[config.mk]
export PLATFORM = sky130hd
export DESIGN_NAME = fbpa_csr
export DESIGN_NICKNAME = d
export VERILOG_FILES = /design/src/hdl/fbpa_pkg.sv /design/src/hdl/fbpa_csr.sv
export SDC_FILE = /design/constraint.sdc
export NUM_CORES = 1
export LEC_CHECK = 0
export ABC_AREA = 1
export BUFFER_PORTS_ARGS = -buffer_cell sky130_fd_sc_hd__buf_2
export CORE_ASPECT_RATIO = 1.1
export CORE_UTILIZATION = 50
export DETAILED_ROUTE_END_ITERATION = 8
export GPL_ROUTABILITY_DRIVEN = 0
export GPL_TIMING_DRIVEN = 0
export PLACE_DENSITY = 0.92
export SLEW_MARGIN = 0
export SYNTH_ARGS = -nofsm -noshare
export SYNTH_HDL_FRONTEND = slang
export SYNTH_SLANG_ARGS = --single-unit
[constraint.sdc]
create_clock -name clock -period 2.5 [get_ports clock]
set_input_delay 0.5 -clock clock [delete_from_list [all_inputs] [get_ports clock]]
set_output_delay 0.5 -clock clock [all_outputs]
set_load 0.05 [all_outputs]
[src/hdl/fbpa_pkg.sv]
// shared types, constants and codes for the fixed block pool allocator
package fbpa_pkg;

   // field widths
   localparam int ADDR_W  = 33;
   localparam int BASE_W  = 32;
   localparam int ESIZE_W = 16;
   localparam int COUNT_W = 11;
   localparam int INDEX_W = 10;
   localparam int DATA_W  = 32;
   localparam int PADDR_W = 4;

   // built depth of the pool
   localparam int POOL_DEPTH_DEF = 1024;

   // register reset values
   localparam logic [BASE_W-1:0]  BASE_RESET  = 32'd0;
   localparam logic [ESIZE_W-1:0] ESIZE_RESET = 16'd64;
   localparam logic [COUNT_W-1:0] COUNT_RESET = 11'd1024;

   // register indexes (paddr word address)
   localparam logic [1:0] REG_BASE  = 2'd0;
   localparam logic [1:0] REG_ESIZE = 2'd1;
   localparam logic [1:0] REG_COUNT = 2'd2;

   // request kinds
   localparam logic KIND_ALLOC = 1'b0;
   localparam logic KIND_FREE  = 1'b1;

   typedef enum logic [1:0] {
      STAT_DONE      = 2'd0,
      STAT_EMPTY     = 2'd1,
      STAT_OUTSIDE   = 2'd2,
      STAT_NOT_ALLOC = 2'd3
   } status_type;

   typedef enum logic [2:0] {
      S_CLEAR,
      S_IDLE,
      S_ALLOC_MUL,
      S_ALLOC_ADD,
      S_FREE_DIV,
      S_FREE_CHK
   } state_type;

   typedef struct packed {
      logic [BASE_W-1:0]  base_address;
      logic [ESIZE_W-1:0] element_size;
      logic [COUNT_W-1:0] pool_count;
   } cfg_type;

   typedef struct packed {
      logic              kind;
      logic [ADDR_W-1:0] address;
   } req_type;

   typedef struct packed {
      status_type         status;
      logic [ADDR_W-1:0]  block_address;
      logic [INDEX_W-1:0] block_index;
   } rsp_type;

endpackage

[src/hdl/fbpa_csr.sv]
// configuration registers behind the apb-style port
module fbpa_csr (
   input  logic                              clock,
   input  logic                              reset,
   input  logic                              psel,
   input  logic                              penable,
   input  logic                              pwrite,
   input  logic [fbpa_pkg::PADDR_W-1:0]      paddr,
   input  logic [fbpa_pkg::DATA_W-1:0]       pwdata,
   output logic [fbpa_pkg::DATA_W-1:0]       prdata,
   output logic                              pready,
   output fbpa_pkg::cfg_type                 cfg
);

   fbpa_pkg::cfg_type cfg_ff, cfg_in;
   logic              wr_beat;

   // register write on the access beat
   always_comb begin
      wr_beat = psel && penable && pwrite;
      cfg_in  = cfg_ff;
      if (wr_beat) begin
         case (paddr[3:2])
            fbpa_pkg::REG_BASE:  cfg_in.base_address = pwdata;
            fbpa_pkg::REG_ESIZE: cfg_in.element_size = pwdata[fbpa_pkg::ESIZE_W-1:0];
            fbpa_pkg::REG_COUNT: cfg_in.pool_count   = pwdata[fbpa_pkg::COUNT_W-1:0];
            default: cfg_in = cfg_ff;
         endcase
      end
   end

   always_ff @(posedge clock) begin
      if (reset) begin
         cfg_ff.base_address <= fbpa_pkg::BASE_RESET;
         cfg_ff.element_size <= fbpa_pkg::ESIZE_RESET;
         cfg_ff.pool_count   <= fbpa_pkg::COUNT_RESET;
      end else begin
         cfg_ff <= cfg_in;
      end
   end

   // read mux
   always_comb begin
      case (paddr[3:2])
         fbpa_pkg::REG_BASE:  prdata = cfg_ff.base_address;
         fbpa_pkg::REG_ESIZE: prdata = fbpa_pkg::DATA_W'(cfg_ff.element_size);
         fbpa_pkg::REG_COUNT: prdata = fbpa_pkg::DATA_W'(cfg_ff.pool_count);
         default: prdata = '0;
      endcase
   end

   assign pready = 1'b1;
   assign cfg    = cfg_ff;

endmodule

==> Implementation_results.wiki, run 1 <==
{| class="wikitable"
! Metric !! Value
|-
| Unrepaired setup endpoints after global routing || false
|-
| Number of flip-flops under the largest register name || 59
|-
| Later-pin clock latency in the skew report || 0.33 ns
|-
| Overflow left after global routing || 0
|-
| Average size of a mapped cell || 6.29 µm²
|-
| Die area || 5990 µm²
|-
| # resized after CTS || 0
|-
| Port Buffer Count || ~130
|-
| Post-route fraction of the period consumed by the critical path || 0.905
|-
| Count of mapped cells out of synthesis || 452
|-
| Part of the total power dissipated in the clock network || 0.426
|-
| Status || completed
|-
| Root buffer selected by CTS || sky130_fd_sc_hd__clkbuf_8
|-
| HPWL reported at the end of detailed placement || between 5 and 6 mm
|-
| Total iterations of the first detailed-routing run || 6
|-
| Length in cells of the worst reg-to-reg path || 2
|-
| Cell Chain, Critical Path || buf_2 -> nor2_1 -> buf_2 -> buf_2 -> nand2_1 -> nand3_1 -> buf_2
|-
| Slew @ Worst Pin || 0.570 ns
|-
| Final critical path time including I/O delays and setup || 2.26 ns
|-
| Comb pwr share || 0.148
|-
| Number of antenna cells inserted || 0
|-
| Footprint of the multi-input gates || between 1000 and 1500 µm²
|-
| Setup violation total in the final timing report || 0
|-
| Startpoint class of the critical path || primary input
|-
| Placeable Area || 5430 µm²
|-
| Post-placement setup slack || roughly 0.26 ns
|-
| Register bit count reported by yosys || 59
|-
| Number of placement rows || 28
|-
| Proportion of synthesized chip area in sequential cells || 0.415
|-
| Most used cells in the layout excluding fill and tap cells || 141 x sky130_fd_sc_hd__buf_2, 135 x sky130_fd_sc_hd__nor2_1, 95 x sky130_fd_sc_hd__nand2_1
|-
| Starting Density || 0.524
|-
| Number of buffers created by CTS || 9
|-
| Startpoint-to-endpoint class of the critical path || primary input to primary output
|-
| Max_cap viols || 0
|-
| Worst min-delay path category || primary input to flip-flop
|-
| Worst Path Arrival || 1.76 ns
|-
| Post-layout total power || 2.29 mW
|-
| Rel. slew slack || 0.620
|-
| Average wire per standard cell || 12.5 µm
|-
| Total stage count of the critical path || 7
|-
| First DRT Iteration DRCs || 184
|-
| Leakage power figure || between 2 and 2.5 nW
|-
| Most common library cell in the layout ignoring fill and taps || sky130_fd_sc_hd__buf_2
|-
| DRC violation count after routing || 0
|-
| P per Cell Area || approximately 600 nW/µm²
|-
| Die width || around 74 µm
|-
| Slew Limit Fails || 0
|-
| Switching Share || 0.284
|-
| Max Clock Freq || 442 MHz
|-
| Maximum root-to-sink buffer count || 2
|-
| Total standard cell area after synthesis || 2840 µm²
|-
| I/O pin cnt || 133
|-
| Area Growth Syn to Fin || 34.0%
|-
| Vias in the first global route || between 2k and 3k
|-
| Fill cell instance count of the final layout || 443
|-
| Tot GR Track Use || 0.289
|-
| Type of destination of the critical path || primary output
|-
| Clk sink count || 59
|-
| Setup clock skew after layout || 0 ns
|-
| Yosys Warn Count || 0
|-
| Post-route setup slack || 0.237 ns
|-
| Maximum number of pins on one net before global-route repair || 12
|-
| First-pass GRT wire length || 13.1 mm
|-
| Register Area || about 1200 µm²
|-
| Worst path bufs/invs || 4
|-
| Postcts setup bufs || 0
|-
| Setup Total Neg Slack || 0 ns
|-
| Final core utilization || 0.702
|-
| Data required time at the worst endpoint || approximately 2 ns
|-
| Endpoints failing hold || 0
|-
| Hold Crit Depth || 3
|-
| Fraction of final layout cells with drive strength greater than 1 || 0.288
|-
| Vert. Die Dim || 81.1 µm
|-
| Post-synth cell types || 16
|-
| Largest stage delay on the critical path || 0.30 ns
|-
| Antenna Violating Nets Remaining || 0
|-
| Initial antenna violation count || 0
|-
| Final layout net count || 633
|-
| Post-synth net total || a little under 500
|-
| Int Pwr || between 1.5 and 2 mW
|-
| Clock-pin slew on the worst setup and hold paths || approximately 0.070 ns
|-
| Final WL || 8.41 mm
|-
| H-Tree Depth || 3
|-
| Most frequent CP cell || sky130_fd_sc_hd__buf_2
|-
| Part of the power in registers || 0.426
|-
| Vias per Instance || 4.94
|-
| Cell with the biggest individual delay on the critical path || sky130_fd_sc_hd__buf_2
|-
| Family with the most delay on the worst path || buffers and inverters
|-
| Via count || roughly 3.3k
|-
| Clock tree from TritonCTS || done
|-
| Peak supply drop || between 500 and 600 µV
|-
| Max Fanout on Critical Path || 10
|-
| Hold_buf cts || 0
|-
| Switching power || 0.651 mW
|}
## per-stage QoR
step,hold WS (ns),instance area (µm²),std cells
detailed placement,0.490,3580,656
CTS,0.404,3810,672
global placement,0.483,3580,656
global route,0.428,3810,672
floorplan,0.626,2840,452
finish,0.410,3810,672
## kinds of logic after synthesis
| kind of cell | Yosys count | synth area share |
|---|---|---|
| compound gates | 7 | 0.0189 |
| buf+inv | 81 | 0.124 |
| other cells | 1 | 0.00132 |
| simple gates | 304 | 0.440 |
| flops | 59 | 0.415 |
## power groups by stage
stage	combinational, mW	clock (mW)	sequential, mW
detailed placement	0.335	0	0.997
finish	0.339	0.976	0.977
CTS	0.337	0.978	0.976
global placement	0.330	0	0.996
floorplan	0.164	0	1.07
global route	0.367	1.02	0.978
## worst reg2reg max path: cells and delay by family (launching register included)
| kind | cells | cell delay, ns |
|---|---|---|
| flops | 1 | 0.33 |
| simple gates | 1 | 0.10 |
| compound gates | 1 | 0.09 |
## layout make-up
type | instances | area share
sequential | 59 | 0.310
buffer | 29 | 0.0414
inverter | 52 | 0.0512
clock inverter | 6 | 0.0233
clock buffer | 10 | 0.0361
timing repair buffer | 129 | 0.169
tap | 75 | 0.0246
multi-input combinational | 312 | 0.344
## cells in the mapped netlist, drive strengths merged
cell type / n / area share
a22o: 5 / 0.015
buf: 23 / 0.048
clkbuf: 6 / 0.0079
conb: 1 / 0.0013
dfxtp: 59 / 0.42
inv: 52 / 0.069
nand2: 96 / 0.13
nand3: 71 / 0.13
nor2: 137 / 0.19
o21ai: 2 / 0.0035
## routing by layer
layer  GRT usage  up-vias  wire length (µm)
met5           0        -                 0
met4       0.156        0               218
met3      0.0434       19               747
met2       0.503      173              4110
met1       0.338     1481              3330
li1            -     1647                 -
## final timing paths
| path | from | end | slack [ns] |
|---|---|---|---|
| max | paddr[2] | prdata[1] | 0.24 |
| min | pwdata[10] | cfg[10] | 0.41 |
| max reg2reg | cfg[10] | cfg[10] | 1.87 |
| min reg2reg | cfg[54] | cfg[54] | 0.50 |
No activity file was read; power rests on OpenSTA's default activity.
==> inputs of run 2 (changes only) <==
--- a/config.mk
+++ b/config.mk
@@ -8,11 +8,12 @@
 export ABC_AREA = 1
 export BUFFER_PORTS_ARGS = -buffer_cell sky130_fd_sc_hd__buf_2
 export CORE_ASPECT_RATIO = 1.1
-export CORE_UTILIZATION = 50
+export CORE_UTILIZATION = 52
+export CTS_BUF_LIST = sky130_fd_sc_hd__clkbuf_2 sky130_fd_sc_hd__clkbuf_4 sky130_fd_sc_hd__clkbuf_8
 export DETAILED_ROUTE_END_ITERATION = 8
 export GPL_ROUTABILITY_DRIVEN = 0
 export GPL_TIMING_DRIVEN = 0
-export PLACE_DENSITY = 0.92
+export PLACE_DENSITY = 0.95
 export SLEW_MARGIN = 0
 export SYNTH_ARGS = -nofsm -noshare
 export SYNTH_HDL_FRONTEND = slang
==> Implementation_results.wiki, run 2 (synthesis gave the netlist of run 1 again) <==
{| class="wikitable"
! Metric !! Value
|-
| Status || completed
|-
| Family with the most delay on the worst path || buffers and inverters
|-
| Setup clock skew after layout || 0 ns
|-
| Maximum root-to-sink buffer count || 2
|-
| DP Cell Count || 653
|-
| Port Buffer Count || ~130
|-
| Total iterations of the first detailed-routing run || 8
|-
| Max Fanout on Critical Path || 10
|-
| Worst hold margin || 0.409 ns
|-
| Data required time at the worst endpoint || about 2.0 ns
|-
| Starting Density || 0.554
|-
| H-Tree Depth || 3
|-
| Fraction of final layout cells with drive strength greater than 1 || 0.288
|-
| Total stage count of the critical path || 7
|-
| Antenna Violating Nets Remaining || 0
|-
| Capture point of the critical path || prdata[9]
|-
| I/O pin cnt || 133
|-
| Final critical path time including I/O delays and setup || 2.29 ns
|-
| Clk sink count || 59
|-
| Number of buffers created by CTS || 9
|-
| First-pass GRT wire length || ~14 mm
|-
| Cell with the biggest individual delay on the critical path || sky130_fd_sc_hd__buf_2
|-
| Average wire per standard cell || 13.5 µm
|-
| Unrepaired setup endpoints after global routing || false
|-
| Final WL || between 9 and 10 mm
|-
| Slew Limit Fails || 0
|-
| First DRT Iteration DRCs || 289
|-
| Length in cells of the worst reg-to-reg path || 2
|-
| Leakage power figure || 2.09 nW
|-
| Worst min-delay path category || primary input to flip-flop
|-
| Tot GR Track Use || 0.319
|-
| Reg-to-reg critical path endpoint || cfg[9]
|-
| Post-route fraction of the period consumed by the critical path || 0.917
|-
| Most used cells in the layout excluding fill and tap cells || 141 x sky130_fd_sc_hd__buf_2, 135 x sky130_fd_sc_hd__nor2_1, 95 x sky130_fd_sc_hd__nand2_1
|-
| Worst path bufs/invs || 4
|-
| Placeable Area || between 5000 and 6000 µm²
|-
| Placed inst area || around 3600 µm²
|-
| Post-layout total power || 2.53 mW
|-
| P per Cell Area || between 600 and 700 nW/µm²
|-
| Peak supply drop || 480 µV
|-
| # resized after CTS || 0
|-
| Max_cap viols || 0
|-
| Startpoint-to-endpoint class of the critical path || primary input to primary output
|-
| Clock-pin slew on the worst setup and hold paths || 0.07 ns
|-
| Hold_buf cts || 0
|-
| Type of destination of the critical path || primary output
|-
| Area Growth Syn to Fin || 35.7%
|-
| Worst Path Arrival || 1.79 ns
|-
| DRC violation count after routing || 0
|-
| Launching instance or port of the critical path || paddr[2]
|-
| Via count || around 3.4k
|-
| Setup Total Neg Slack || 0 ns
|-
| Max Clock Freq || 436 MHz
|-
| Vert. Die Dim || 79.6 µm
|-
| Postcts setup bufs || 0
|-
| Number of placement rows || 27
|-
| Die width || between 70 and 80 µm
|-
| Maximum number of pins on one net before global-route repair || 11
|-
| Rel. slew slack || 0.620
|-
| Largest stage delay on the critical path || 0.30 ns
|-
| Overflow left after global routing || 0
|-
| Slew @ Worst Pin || around 0.57 ns
|-
| Endpoints failing hold || 0
|-
| Vias per Instance || 5.12
|-
| FF-to-FF setup slack || 1.83 ns
|-
| Most frequent CP cell || sky130_fd_sc_hd__buf_2
|-
| Clock tree from TritonCTS || done
|-
| Most common library cell in the layout ignoring fill and taps || sky130_fd_sc_hd__buf_2
|-
| Setup violation total in the final timing report || 0
|-
| Post-route insts no fill || 669
|-
| Number of antenna cells inserted || 0
|-
| Fill cell instance count of the final layout || 412
|-
| Startpoint class of the critical path || primary input
|-
| Cell Chain, Critical Path || buf_2 -> nor2_1 -> buf_2 -> buf_2 -> nand2_1 -> nand3_1 -> buf_2
|-
| Final standard cell area without fillers || 3860 µm²
|-
| Root buffer selected by CTS || sky130_fd_sc_hd__clkbuf_8
|-
| Vias in the first global route || 3072
|-
| Footprint of the multi-input gates || 1310 µm²
|-
| Die area || 5770 µm²
|-
| Register Area || 1180 µm²
|-
| Later-pin clock latency in the skew report || 0.34 ns
|-
| Initial antenna violation count || 0
|-
| Startpoint of the most critical register-to-register path || cfg[9]
|-
| Number of flip-flops under the largest register name || 59
|-
| HPWL reported at the end of detailed placement || 6.24 mm
|-
| Final layout net count || 633
|}
==> run 2: cell types whose count changed in the layout (fill, tap and decap cells not counted) <==
cell,previous run,this run
sky130_fd_sc_hd__clkbuf_8,10,11
sky130_fd_sc_hd__bufinv_16,2,4
sky130_fd_sc_hd__clkinv_4,1,0
sky130_fd_sc_hd__clkinvlp_4,2,0
sky130_fd_sc_hd__clkinv_2,1,0
sky130_fd_sc_hd__clkbuf_4,0,1
==> run 2: worst min path at each step <==
stage	startpoint	endpoint	slack, ns	cells after the start
2_1_floorplan	pwdata[10]	cfg[10]	0.63	2
4_1_cts	pwdata[10]	cfg[10]	0.40	3
3_5_place_dp	cfg[57]	cfg[57]	0.49	2
3_3_place_gp	cfg[17]	cfg[17]	0.48	2
6_report	pwdata[10]	cfg[10]	0.41	3
5_1_grt	pwdata[10]	cfg[10]	0.41	3
==> run 2: cell type report <==
type                            count  share of cell area
Multi-Input combinational cell    312               0.339
Sequential cell                    59               0.306
Timing Repair Buffer              129               0.167
Inverter                           52              0.0506
Clock buffer                       12              0.0412
Buffer                             29              0.0409
Clock inverter                      4              0.0311
Tap cell                           72              0.0233
==> run 2: power breakdown <==
part,internal (mW),switching [mW],leakage [nW],total (mW)
combinational,0.0927,0.250,1.47,0.343
clock,0.829,0.383,0.140,1.21
sequential,0.961,0.0165,0.478,0.977
==> run 2: worst register-to-register path: cells and delay by family, from the launching register on <==
| kind | cells | cell delay [ns] |
|---|---|---|
| flops | 1 | 0.40 |
| simple gates | 2 | 0.20 |
==> run 2: per-stage QoR <==
step,worst slack (ns),util
finish,0.208,0.751
global route,0.0736,0.751
global placement,0.288,0.697
CTS,0.248,0.751
detailed placement,0.253,0.697
floorplan,0.476,-
==> run 2: routing by layer <==
layer  up-vias  routed length, µm  global-route usage
li1       1650                  -                   -
met1      1534               3310               0.359
met2       206               4610               0.564
met3        38                801              0.0543
met4         0                293               0.176
met5         -                  0                   0
